File: config.mk
export PLATFORM = sky130hd
export DESIGN_NAME = haptic_angle_limit_spring_damper
export DESIGN_NICKNAME = d
export VERILOG_FILES = /design/src/hdl/halsd_pkg.sv /design/src/hdl/haptic_angle_limit_spring_damper.sv
export VERILOG_INCLUDE_DIRS = /design/src /design/src/hdl
export SDC_FILE = /design/constraint.sdc
export NUM_CORES = 2
export LEC_CHECK = 0
export ABC_AREA = 1
export CELL_PAD_IN_SITES_DETAIL_PLACEMENT = 0
export CELL_PAD_IN_SITES_GLOBAL_PLACEMENT = 1
export CORE_MARGIN = 3
export CORE_UTILIZATION = 50
export DETAILED_ROUTE_END_ITERATION = 7
export DONT_BUFFER_PORTS = 1
export PLACE_DENSITY_LB_ADDON = 0.1
export SETUP_SLACK_MARGIN = 0.02
export SYNTH_ARGS = -nofsm -noshare
export SYNTH_HDL_FRONTEND = slang
export SYNTH_SLANG_ARGS = --single-unit
File: constraint.sdc
create_clock -name clk -period 11.8 [get_ports clk]
set_input_delay 1.77 -clock clk [delete_from_list [all_inputs] [get_ports clk]]
set_output_delay 1.77 -clock clk [all_outputs]
set_load 0.01 [all_outputs]
File: src/hdl/haptic_angle_limit_spring_damper_defines.svh
// assertion macros for the angle limit spring-damper block
`ifndef HAPTIC_ANGLE_LIMIT_SPRING_DAMPER_DEFINES_SVH
`define HAPTIC_ANGLE_LIMIT_SPRING_DAMPER_DEFINES_SVH

// same-cycle implication, idle during reset
`define HALSD_ASSERT_IMPL(lbl, ante, cons, msg) \
	lbl: assert property (@(posedge clk) disable iff (!arst_n) (ante) |-> (cons)) \
		else $error(msg);

// plain invariant, checked on every edge out of reset
`define HALSD_ASSERT_ALWAYS(lbl, cond, msg) \
	lbl: assert property (@(posedge clk) disable iff (!arst_n) (cond)) \
		else $error(msg);

`endif

File: src/hdl/halsd_pkg.sv
// package: widths, codes and constants of the angle limit spring-damper block
package halsd_pkg;

	localparam int ANGLE_W = 24;
	localparam int VEL_W   = 16;
	localparam int GAIN_W  = 16;
	localparam int DUTY_W  = 7;
	localparam int MODE_W  = 2;
	localparam int DIR_W   = 2;
	localparam int IDX_W   = 3;
	localparam int DATA_W  = 24;
	localparam int SETTLE_W  = 6;
	localparam int HOLDOFF_W = 7;

	localparam int AERR_W   = ANGLE_W + 1;
	localparam int SPRING_W = AERR_W + GAIN_W;
	localparam int DAMP_W   = VEL_W + GAIN_W;
	localparam int FORCE_W  = SPRING_W + 1;
	localparam int FRAC_W   = 16;
	localparam int WHOLE_W  = FORCE_W - FRAC_W;

	localparam logic [MODE_W-1:0] MODE_OFF   = 2'd0;
	localparam logic [MODE_W-1:0] MODE_UPPER = 2'd1;
	localparam logic [MODE_W-1:0] MODE_BOTH  = 2'd2;

	localparam logic [DIR_W-1:0] DIR_STOP = 2'd0;
	localparam logic [DIR_W-1:0] DIR_FWD  = 2'd1;
	localparam logic [DIR_W-1:0] DIR_REV  = 2'd2;

	localparam logic [IDX_W-1:0] REG_LIMIT_MODE   = 3'd0;
	localparam logic [IDX_W-1:0] REG_LOWER_BOUND  = 3'd1;
	localparam logic [IDX_W-1:0] REG_UPPER_BOUND  = 3'd2;
	localparam logic [IDX_W-1:0] REG_SPRING_GAIN  = 3'd3;
	localparam logic [IDX_W-1:0] REG_DAMPING_GAIN = 3'd4;
	localparam logic [IDX_W-1:0] REG_DUTY_CEILING = 3'd5;

	localparam logic [MODE_W-1:0]         RST_LIMIT_MODE   = MODE_BOTH;
	localparam logic signed [ANGLE_W-1:0] RST_LOWER_BOUND  = 24'sd0;
	localparam logic signed [ANGLE_W-1:0] RST_UPPER_BOUND  = 24'sd23040;
	localparam logic [GAIN_W-1:0]         RST_SPRING_GAIN  = 16'd2560;
	localparam logic [GAIN_W-1:0]         RST_DAMPING_GAIN = 16'd2560;
	localparam logic [DUTY_W-1:0]         RST_DUTY_CEILING = 7'd80;

	localparam logic [SETTLE_W-1:0]  SETTLE_TICKS  = 6'd50;
	localparam logic [HOLDOFF_W-1:0] HOLDOFF_TICKS = 7'd100;

	// 3 deg in Q.8 and 0.3 deg/ms in Q8.8
	localparam logic [AERR_W-1:0] SETTLE_ERR = 25'd768;
	localparam logic [VEL_W-1:0]  SETTLE_VEL = 16'd77;

	localparam logic [DUTY_W-1:0] DUTY_FLOOR = 7'd20;
	localparam logic [DUTY_W-1:0] DUTY_MAX   = 7'd100;

endpackage

File: src/hdl/haptic_angle_limit_spring_damper.sv
// top level: angle limit virtual wall with spring-damper drive
// a result passes the input, limit, multiplier and output registers before it is offered
// throughput: one item per cycle while out_stall is low, set by the bounce state update in the first stage
// stages: input register, limit and settle logic, gain multipliers, force clamp, output
// reset: arst_n clears the valid flags and bounce state and loads the register defaults asynchronously
// a config write to a defined register clears bounce and the settle run and keeps the announce holdoff
`include "haptic_angle_limit_spring_damper_defines.svh"

module haptic_angle_limit_spring_damper (
	input  logic                                   clk,
	input  logic                                   arst_n,
	input  logic                                   cfg_we,
	input  logic [halsd_pkg::IDX_W-1:0]            cfg_index,
	input  logic [halsd_pkg::DATA_W-1:0]           cfg_data,
	input  logic                                   in_valid,
	output logic                                   in_stall,
	input  logic signed [halsd_pkg::ANGLE_W-1:0]   angle,
	input  logic signed [halsd_pkg::VEL_W-1:0]     velocity,
	output logic                                   out_valid,
	input  logic                                   out_stall,
	output logic [halsd_pkg::DIR_W-1:0]            drive_dir,
	output logic [halsd_pkg::DUTY_W-1:0]           duty,
	output logic                                   enter_event,
	output logic                                   exit_event,
	output logic                                   bouncing
);
	import halsd_pkg::*;

	// configuration
	logic [MODE_W-1:0]         limit_mode_q;
	logic signed [ANGLE_W-1:0] lower_bound_q;
	logic signed [ANGLE_W-1:0] upper_bound_q;
	logic [GAIN_W-1:0]         spring_gain_q;
	logic [GAIN_W-1:0]         damping_gain_q;
	logic [DUTY_W-1:0]         duty_ceiling_q;

	// bounce state
	logic                      bounce_q;
	logic signed [ANGLE_W-1:0] anchor_q;
	logic [SETTLE_W-1:0]       settle_q;
	logic [HOLDOFF_W-1:0]      holdoff_q;

	// pipeline
	logic                      valid_s1, valid_s2, valid_s3;
	logic signed [ANGLE_W-1:0] angle_s1;
	logic signed [VEL_W-1:0]   velocity_s1;
	logic [AERR_W-1:0]         aerr_s2;
	logic [VEL_W-1:0]          avel_s2;
	logic [DIR_W-1:0]          dir_s2, dir_s3;
	logic                      drive_s2, drive_s3;
	logic                      enter_s2, enter_s3;
	logic                      exit_s2, exit_s3;
	logic                      bouncing_s2, bouncing_s3;
	logic [SPRING_W-1:0]       spring_s3;
	logic [DAMP_W-1:0]         damp_s3;

	logic ready_out, ready_s3, ready_s2, ready_s1;
	logic step_s1;

	assign ready_out = !out_valid || !out_stall;
	assign ready_s3  = !valid_s3 || ready_out;
	assign ready_s2  = !valid_s2 || ready_s3;
	assign ready_s1  = !valid_s1 || ready_s2;
	assign in_stall  = !ready_s1;
	assign step_s1   = valid_s1 && ready_s2;

	// limit check and state update
	logic                      chk_up, chk_lo, hit_up, hit_lo;
	logic signed [ANGLE_W-1:0] anchor_cur;
	logic signed [AERR_W-1:0]  err;
	logic [AERR_W-1:0]         aerr;
	logic [VEL_W-1:0]          avel;
	logic                      settled;
	logic                      nx_bounce, nx_enter, nx_exit, nx_drive;
	logic [SETTLE_W-1:0]       nx_settle, settle_inc;
	logic [HOLDOFF_W-1:0]      nx_holdoff;

	assign chk_up = (limit_mode_q == MODE_UPPER) || (limit_mode_q == MODE_BOTH);
	assign chk_lo = (limit_mode_q == MODE_BOTH);
	assign hit_up = !bounce_q && chk_up && (angle_s1 > upper_bound_q);
	assign hit_lo = !bounce_q && !hit_up && chk_lo && (angle_s1 < lower_bound_q);
	assign anchor_cur = hit_up ? upper_bound_q : (hit_lo ? lower_bound_q : anchor_q);
	assign err  = {anchor_cur[ANGLE_W-1], anchor_cur} - {angle_s1[ANGLE_W-1], angle_s1};
	assign aerr = err[AERR_W-1] ? AERR_W'(-err) : AERR_W'(err);
	assign avel = velocity_s1[VEL_W-1] ? VEL_W'(-velocity_s1) : VEL_W'(velocity_s1);
	assign settled = (aerr < SETTLE_ERR) && (avel < SETTLE_VEL);

	always_comb begin
		nx_bounce  = bounce_q;
		nx_settle  = settle_q;
		nx_holdoff = holdoff_q;
		nx_enter   = 1'b0;
		nx_exit    = 1'b0;
		nx_drive   = 1'b0;
		settle_inc = '0;
		if (limit_mode_q == MODE_OFF) begin
			if (bounce_q) begin
				nx_bounce  = 1'b0;
				nx_holdoff = '0;
				nx_exit    = 1'b1;
			end
		end else begin
			if (hit_up || hit_lo) begin
				nx_bounce = 1'b1;
				nx_settle = '0;
				if (holdoff_q == '0) begin
					nx_enter   = 1'b1;
					nx_holdoff = HOLDOFF_TICKS;
				end
			end
			if (nx_holdoff != '0) begin
				nx_holdoff = nx_holdoff - 1'b1;
			end
			if (nx_bounce) begin
				nx_drive = 1'b1;
				if (settled) begin
					settle_inc = nx_settle + 1'b1;
					if (settle_inc >= SETTLE_TICKS) begin
						nx_bounce = 1'b0;
						nx_settle = '0;
						nx_exit   = 1'b1;
					end else begin
						nx_settle = settle_inc;
					end
				end else begin
					nx_settle = '0;
				end
			end
		end
	end

	// config registers and bounce state
	always_ff @(posedge clk or negedge arst_n) begin
		if (!arst_n) begin
			limit_mode_q   <= RST_LIMIT_MODE;
			lower_bound_q  <= RST_LOWER_BOUND;
			upper_bound_q  <= RST_UPPER_BOUND;
			spring_gain_q  <= RST_SPRING_GAIN;
			damping_gain_q <= RST_DAMPING_GAIN;
			duty_ceiling_q <= RST_DUTY_CEILING;
			bounce_q       <= 1'b0;
			anchor_q       <= '0;
			settle_q       <= '0;
			holdoff_q      <= '0;
		end else if (cfg_we) begin
			unique case (cfg_index)
				REG_LIMIT_MODE:   limit_mode_q   <= cfg_data[MODE_W-1:0];
				REG_LOWER_BOUND:  lower_bound_q  <= $signed(cfg_data[ANGLE_W-1:0]);
				REG_UPPER_BOUND:  upper_bound_q  <= $signed(cfg_data[ANGLE_W-1:0]);
				REG_SPRING_GAIN:  spring_gain_q  <= cfg_data[GAIN_W-1:0];
				REG_DAMPING_GAIN: damping_gain_q <= cfg_data[GAIN_W-1:0];
				REG_DUTY_CEILING: duty_ceiling_q <= cfg_data[DUTY_W-1:0];
				default: ;
			endcase
			if (cfg_index <= REG_DUTY_CEILING) begin
				bounce_q <= 1'b0;
				settle_q <= '0;
			end
		end else if (step_s1) begin
			bounce_q  <= nx_bounce;
			anchor_q  <= anchor_cur;
			settle_q  <= nx_settle;
			holdoff_q <= nx_holdoff;
		end
	end

	// force clamp
	logic signed [FORCE_W-1:0] force_q16;
	logic signed [WHOLE_W-1:0] whole, floored;
	logic [DUTY_W-1:0]         ceil_lim, duty_clamped;

	assign force_q16 = $signed({1'b0, spring_s3}) - $signed(FORCE_W'(damp_s3));
	assign whole     = force_q16[FORCE_W-1:FRAC_W];
	assign ceil_lim  = (duty_ceiling_q > DUTY_MAX) ? DUTY_MAX : duty_ceiling_q;
	assign floored   = (whole < $signed(WHOLE_W'(DUTY_FLOOR))) ?
		$signed(WHOLE_W'(DUTY_FLOOR)) : whole;
	assign duty_clamped = (floored > $signed(WHOLE_W'(ceil_lim))) ?
		ceil_lim : floored[DUTY_W-1:0];

	// pipeline control
	always_ff @(posedge clk or negedge arst_n) begin
		if (!arst_n) begin
			valid_s1  <= 1'b0;
			valid_s2  <= 1'b0;
			valid_s3  <= 1'b0;
			out_valid <= 1'b0;
		end else begin
			if (ready_s1) begin
				valid_s1 <= in_valid;
			end
			if (ready_s2) begin
				valid_s2 <= valid_s1;
			end
			if (ready_s3) begin
				valid_s3 <= valid_s2;
			end
			if (ready_out) begin
				out_valid <= valid_s3;
			end
		end
	end

	// pipeline payload
	always_ff @(posedge clk) begin
		if (in_valid && ready_s1) begin
			angle_s1    <= angle;
			velocity_s1 <= velocity;
		end
		if (step_s1) begin
			aerr_s2     <= aerr;
			avel_s2     <= avel;
			dir_s2      <= (err > 0) ? DIR_FWD : DIR_REV;
			drive_s2    <= nx_drive;
			enter_s2    <= nx_enter;
			exit_s2     <= nx_exit;
			bouncing_s2 <= nx_bounce;
		end
		if (valid_s2 && ready_s3) begin
			spring_s3   <= aerr_s2 * spring_gain_q;
			damp_s3     <= avel_s2 * damping_gain_q;
			dir_s3      <= dir_s2;
			drive_s3    <= drive_s2;
			enter_s3    <= enter_s2;
			exit_s3     <= exit_s2;
			bouncing_s3 <= bouncing_s2;
		end
		if (valid_s3 && ready_out) begin
			drive_dir   <= drive_s3 ? dir_s3 : DIR_STOP;
			duty        <= drive_s3 ? duty_clamped : '0;
			enter_event <= enter_s3;
			exit_event  <= exit_s3;
			bouncing    <= bouncing_s3;
		end
	end

	`HALSD_ASSERT_IMPL(a_stop_no_duty, out_valid && (drive_dir == DIR_STOP), duty == '0, "duty while stopped")
	`HALSD_ASSERT_IMPL(a_duty_range, out_valid, duty <= DUTY_MAX, "duty above full scale")
	`HALSD_ASSERT_IMPL(a_exit_clears, out_valid && exit_event, !bouncing, "bouncing after exit")
	`HALSD_ASSERT_ALWAYS(a_settle_range, settle_q < SETTLE_TICKS, "settle run past threshold")
	`HALSD_ASSERT_ALWAYS(a_holdoff_range, holdoff_q < HOLDOFF_TICKS, "holdoff not counted down")

endmodule

# [Yosys cells after proc, flatten, opt, wreduce, memory -nomap -nowiden]
# Index checks and enable logic that the tools add are counted.
[totals] reg_bits=309 in_bits=72 out_inout_bits=14 elab_cells=144
[classes] magnitude_cmp=10 multipliers=2 reduce_logical=40 n_eq_ne=10 addsub=6 mux=39 n_bitwise=2
[ops] cell="$mux W7" n=8
[ops] cell="$mux W6" n=9
[ops] cell="$mux W24" n=2
[ops] cell="$sub A41 B32 Y42" n=1
[ops] cell="$mul A25 B16 Y41" n=1
[ops] cell="$mul A16 B16 Y32" n=1
[ops] cell="$gt A26 B8 Y1" n=1
[ops] cell="$lt A26 B6 Y1 const B" n=1
[ops] cell="$mux W26" n=1
[ops] cell="$gt A25 B1 Y1 const B" n=1
[ops] cell="$lt A25 B10 Y1 const B" n=1
[ops] cell="$mux W25" n=1
[ops] cell="$neg A25 Y25" n=1
[ops] cell="$sub A24 B24 Y25" n=1
[ops] cell="$gt A24 B24 Y1" n=1
[ops] cell="$lt A24 B24 Y1" n=1
[ops] cell="$lt A16 B7 Y1 const B" n=1
[ops] cell="$mux W1" n=16
[ops] cell="$mux W16" n=1
[ops] cell="$neg A16 Y16" n=1
[ops] cell="$reduce_and A2 Y1" n=8
[ops] cell="$logic_and A1 B1 Y1" n=10
[ops] cell="$logic_not A1 Y1" n=8
[ops] cell="$gt A7 B7 Y1 const B" n=1
[ops] cell="other kinds (21)" n=31

# [Depth between registers and ports, before layout]
[logic_depth] ltp_word=20 depth_mapped=42 depth_no_buf=41

# [Worst setup path after synthesis]
# OpenSTA, ideal clock, no wires.
[synth_path] path_type="register -> register" startpoint="reg spring_gain_q[9]" endpoint="reg spring_s3[31] (data pin)" stages_incl_launch_ff=25 arrival_ps=6175 path_slack_ps=5367 n_path_buf=2 setup_time_ps=258 synth_period_minus_slack_ps=6433 required_time_ps=11542 path_cell_list="dfstp_2 > clkbuf_1 > clkbuf_1 > nand2_1 > fa_1 > inv_1 > fa_1 > inv_1 > fa_1 > inv_1 > fa_1 > inv_1 > fa_1 > inv_1 > fa_1 > ha_1 > nand2_1 > o21a_1 > o221ai_1 > a21oi_1 > o21ai_0 > a21oi_1 > o31ai_1 > a21oi_1 > xnor2_1"
[synth_via] elab_chain_len=1
[synth_rtl] item="from (decl)" line="haptic_angle_limit_spring_damper.sv:33" source="logic [GAIN_W-1:0] spring_gain_q;"
[synth_rtl] item="from (signal assigned)" line="haptic_angle_limit_spring_damper.sv:150" source="REG_SPRING_GAIN: spring_gain_q <= cfg_data[GAIN_W-1:0];"
[synth_rtl] item="$mul A25 B16 Y41" line="haptic_angle_limit_spring_damper.sv:219" source="spring_s3 <= aerr_s2 * spring_gain_q;"
[synth_rtl] item="to (signal assigned)" line="haptic_angle_limit_spring_damper.sv:219"
[synth_rtl] item="to (decl)" line="haptic_angle_limit_spring_damper.sv:54" source="logic [SPRING_W-1:0] spring_s3;"
# Every way passes these cells.
# A chain may end at the register's enable or synchronous reset.

# [Worst setup path in the final report]
[layout_path] startpoint="reg spring_gain_q[5]" endpoint="reg spring_s3[31] (data pin)"
# Same word-level chain as after synthesis.

==> impl_metrics.ini <==
[outcome]
status = complete, no violations

[placed_design]
place_congestion = 0.9126
place_area_sq_mm = 0.04016
port_buffers = 0
dp_hpwl_mm = 83.10

[sta]
tns_ps = 0
max_freq_ghz = 0.1402
min_period_over_period = 0.6043
hold_violations = 0
min_period_ps = 7130
slew_headroom = 0.2201
setup_viol_count_final = 0
drv_slew = 0
fin_skew_ps = 31.76
rsz0062_at_grt = false
worst_pin_slew_ps = 1170

[setup_path]
critPathLaunchType = flop
endpoint_kind = flop
arrival_ps = 7440
required_ps = 12110
critical_path_class = flop to flop
critical_path.max_fanout = 26

[min_path]
hold_class = flop to flop

[detailed_routing]
routedWlPerCell_microns = 17.49
drt-total-wl_mm = 103.3
drtIter0Drc = 1913
avgViaCountPerCell = 5.116
route.vias.total = 30214
drc_errors = 0
ant_nets = 0
drt_pass1_iterations = 5

[clock_tree]
cts_root_buf = clkbuf_16
postCtsResizedCells = 0
clock_path_buffers = 3
postCtsSetupBuffers = 0
clkSinkCount = 309
path_clk_slew_ps = 60
clk_latency_ps = 580
cts_made_buffers = 39
cts_tree = done
cts_hold_buf = 0
htreeDepth = 2

[logic_synthesis]
ys_warn_count = 0
syn_inst = 4958
synth_cell_types = 55
synthArstFlopShare = 0.4239
synth.area.mux_share = 0
synth_xor_area_frac = 0.02337
ys.flop_type = edfxtp_1
synth_top_family_by_area = adder cells
syn-cell-area_sq_mm = 0.03935
ys_seq_area_frac = 0.2195
ys_ff_latch = 309
synthAdderAreaFrac = 0.3682
synth.avg_cell_area_sq_um = 7.936
synth_nets = 5879
synth_compound_area_frac = 0.07158
synth_top_area_cell = fa_1
synthMostInstantiatedCell = nand2_1
synth-simple-area-share = 0.1818
synth_area_leaders = fa_1 26%, edfxtp_1 14%, nand2_1 13%
ys_top_cells_by_count = 1,347 x nand2_1, 1,195 x inv_1, 515 x fa_1
synth_enable_flop_cells = 178
synth.top_cell.area_share = 0.2620

[global_routing]
grt_usage = 0.2613
grt_pass1_wl_mm = 168.6
antenna_found_initial = 2
grt_max_degree = 132
overflow = 0
first_global_vias = 30895

[floorplan]
start_util = 0.5062
die_h_microns = 286.5
die-area_sq_mm = 0.08209
pin_count = 86
fp.dieW_microns = 286.5
num_rows = 102
core_sq_mm = 0.07772

[cells_and_area]
area_growth_pct = 5.266
layout-drive-gt1-share = 0.03577
fin_nets = 5755
nFillCells = 7572
fin_area_sq_mm = 0.04142

[flow_run]
max_cap_violations = 0
flip-flops by register name, summed over array words and instances, names as in the netlist, 16 cells and up:
signal / count
aerr_s2: 25
anchor_q: 24
angle_s1: 24
avel_s2: 16
damp_s3: 32
damping_gain_q: 16
lower_bound_q: 24
spring_gain_q: 16
spring_s3: 41
upper_bound_q: 24
velocity_s1: 16
metal layers:
| layer | track usage | wire length [microns] |
|---|---|---|
| met5 | 0 | 0 |
| met4 | 0.06269 | 2559 |
| met3 | 0.02637 | 5693 |
| met2 | 0.4420 | 49300 |
| met1 | 0.3628 | 45740 |
per-stage QoR:
step	std cells	util	hold slack (ps)	setup slack, ps
final	5906	0.5329	415.9	4670
after global routing	5904	0.5328	427.0	4035
after CTS	5904	0.5328	414.7	4638
after detailed placement	5833	0.5168	405.2	4684
after global placement	5833	0.5168	403.2	4754
after floorplan	4958	-	400.3	5367
cell families (layout without fill, tap and decap cells):
kind of cell             after synthesis  after routing
AO/OA/AOI/OAI                        509            509
XOR/XNOR                             105            105
adder cells (fa/ha/maj)              849            849
buffers and inverters               1413           1319
flip-flops                           309            309
other                                  0              2
AND/OR/NAND/NOR                     1773           1773
layout by cell type (no fill, tap or decap), types with 39 or more instances in the layout:
cell	n
dfrtp_1	120
nor2_1	194
a21oi_1	171
clkbuf_16	39
inv_1	1194
nand4_1	40
edfxtp_1	178
xor2_1	68
o21ai_0	217
nand3_1	115
ha_1	334
nand2_1	1347
fa_1	515
final cells by class:
type	count	area, sq um	area share
inverters	1210	4543	0.1097
well taps	1040	1301	0.03142
clock inverters	22	205.2	0.004954
repair buffers	38	285.3	0.006888
clock buffers	49	1044	0.02519
diodes	2	5.005	0.0001208
flip-flops and latches	309	8637	0.2085
multi-input cells	3236	25400	0.6132
worst max-delay path: stages, from the launching register on:
cell,delay [ps]
dfrtp_1,1040
nand2_1,190
fa_1,570
inv_1,60
fa_1,530
inv_1,60
fa_1,500
inv_1,50
fa_1,480
inv_1,60
fa_1,530
inv_1,60
fa_1,490
ha_1,420
nand2_1,130
nor2_1,120
inv_1,60
o221ai_1,170
a21oi_1,90
o21ai_0,450
a21oi_1,180
o31ai_1,380
a21oi_1,140
xnor2_1,140
path summary, 6_finish.rpt:
check | start | to | slack, ps | cells past startpoint
max in group asynchronous | arst_n | limit_mode_q[1] | 10550 | 0
min | dir_s2[0] | dir_s3[0] | 420 | 0
min in group asynchronous | arst_n | holdoff_q[3] | 900 | 0
max | spring_gain_q[5] | spring_s3[31] | 4670 | 23
min reg2reg | dir_s2[0] | dir_s3[0] | 420 | 0
max reg2reg | spring_gain_q[5] | spring_s3[31] | 4670 | 23
Power is not shown: default switching activity piles up to over one toggle a cycle in this logic, so the estimate is an artifact.
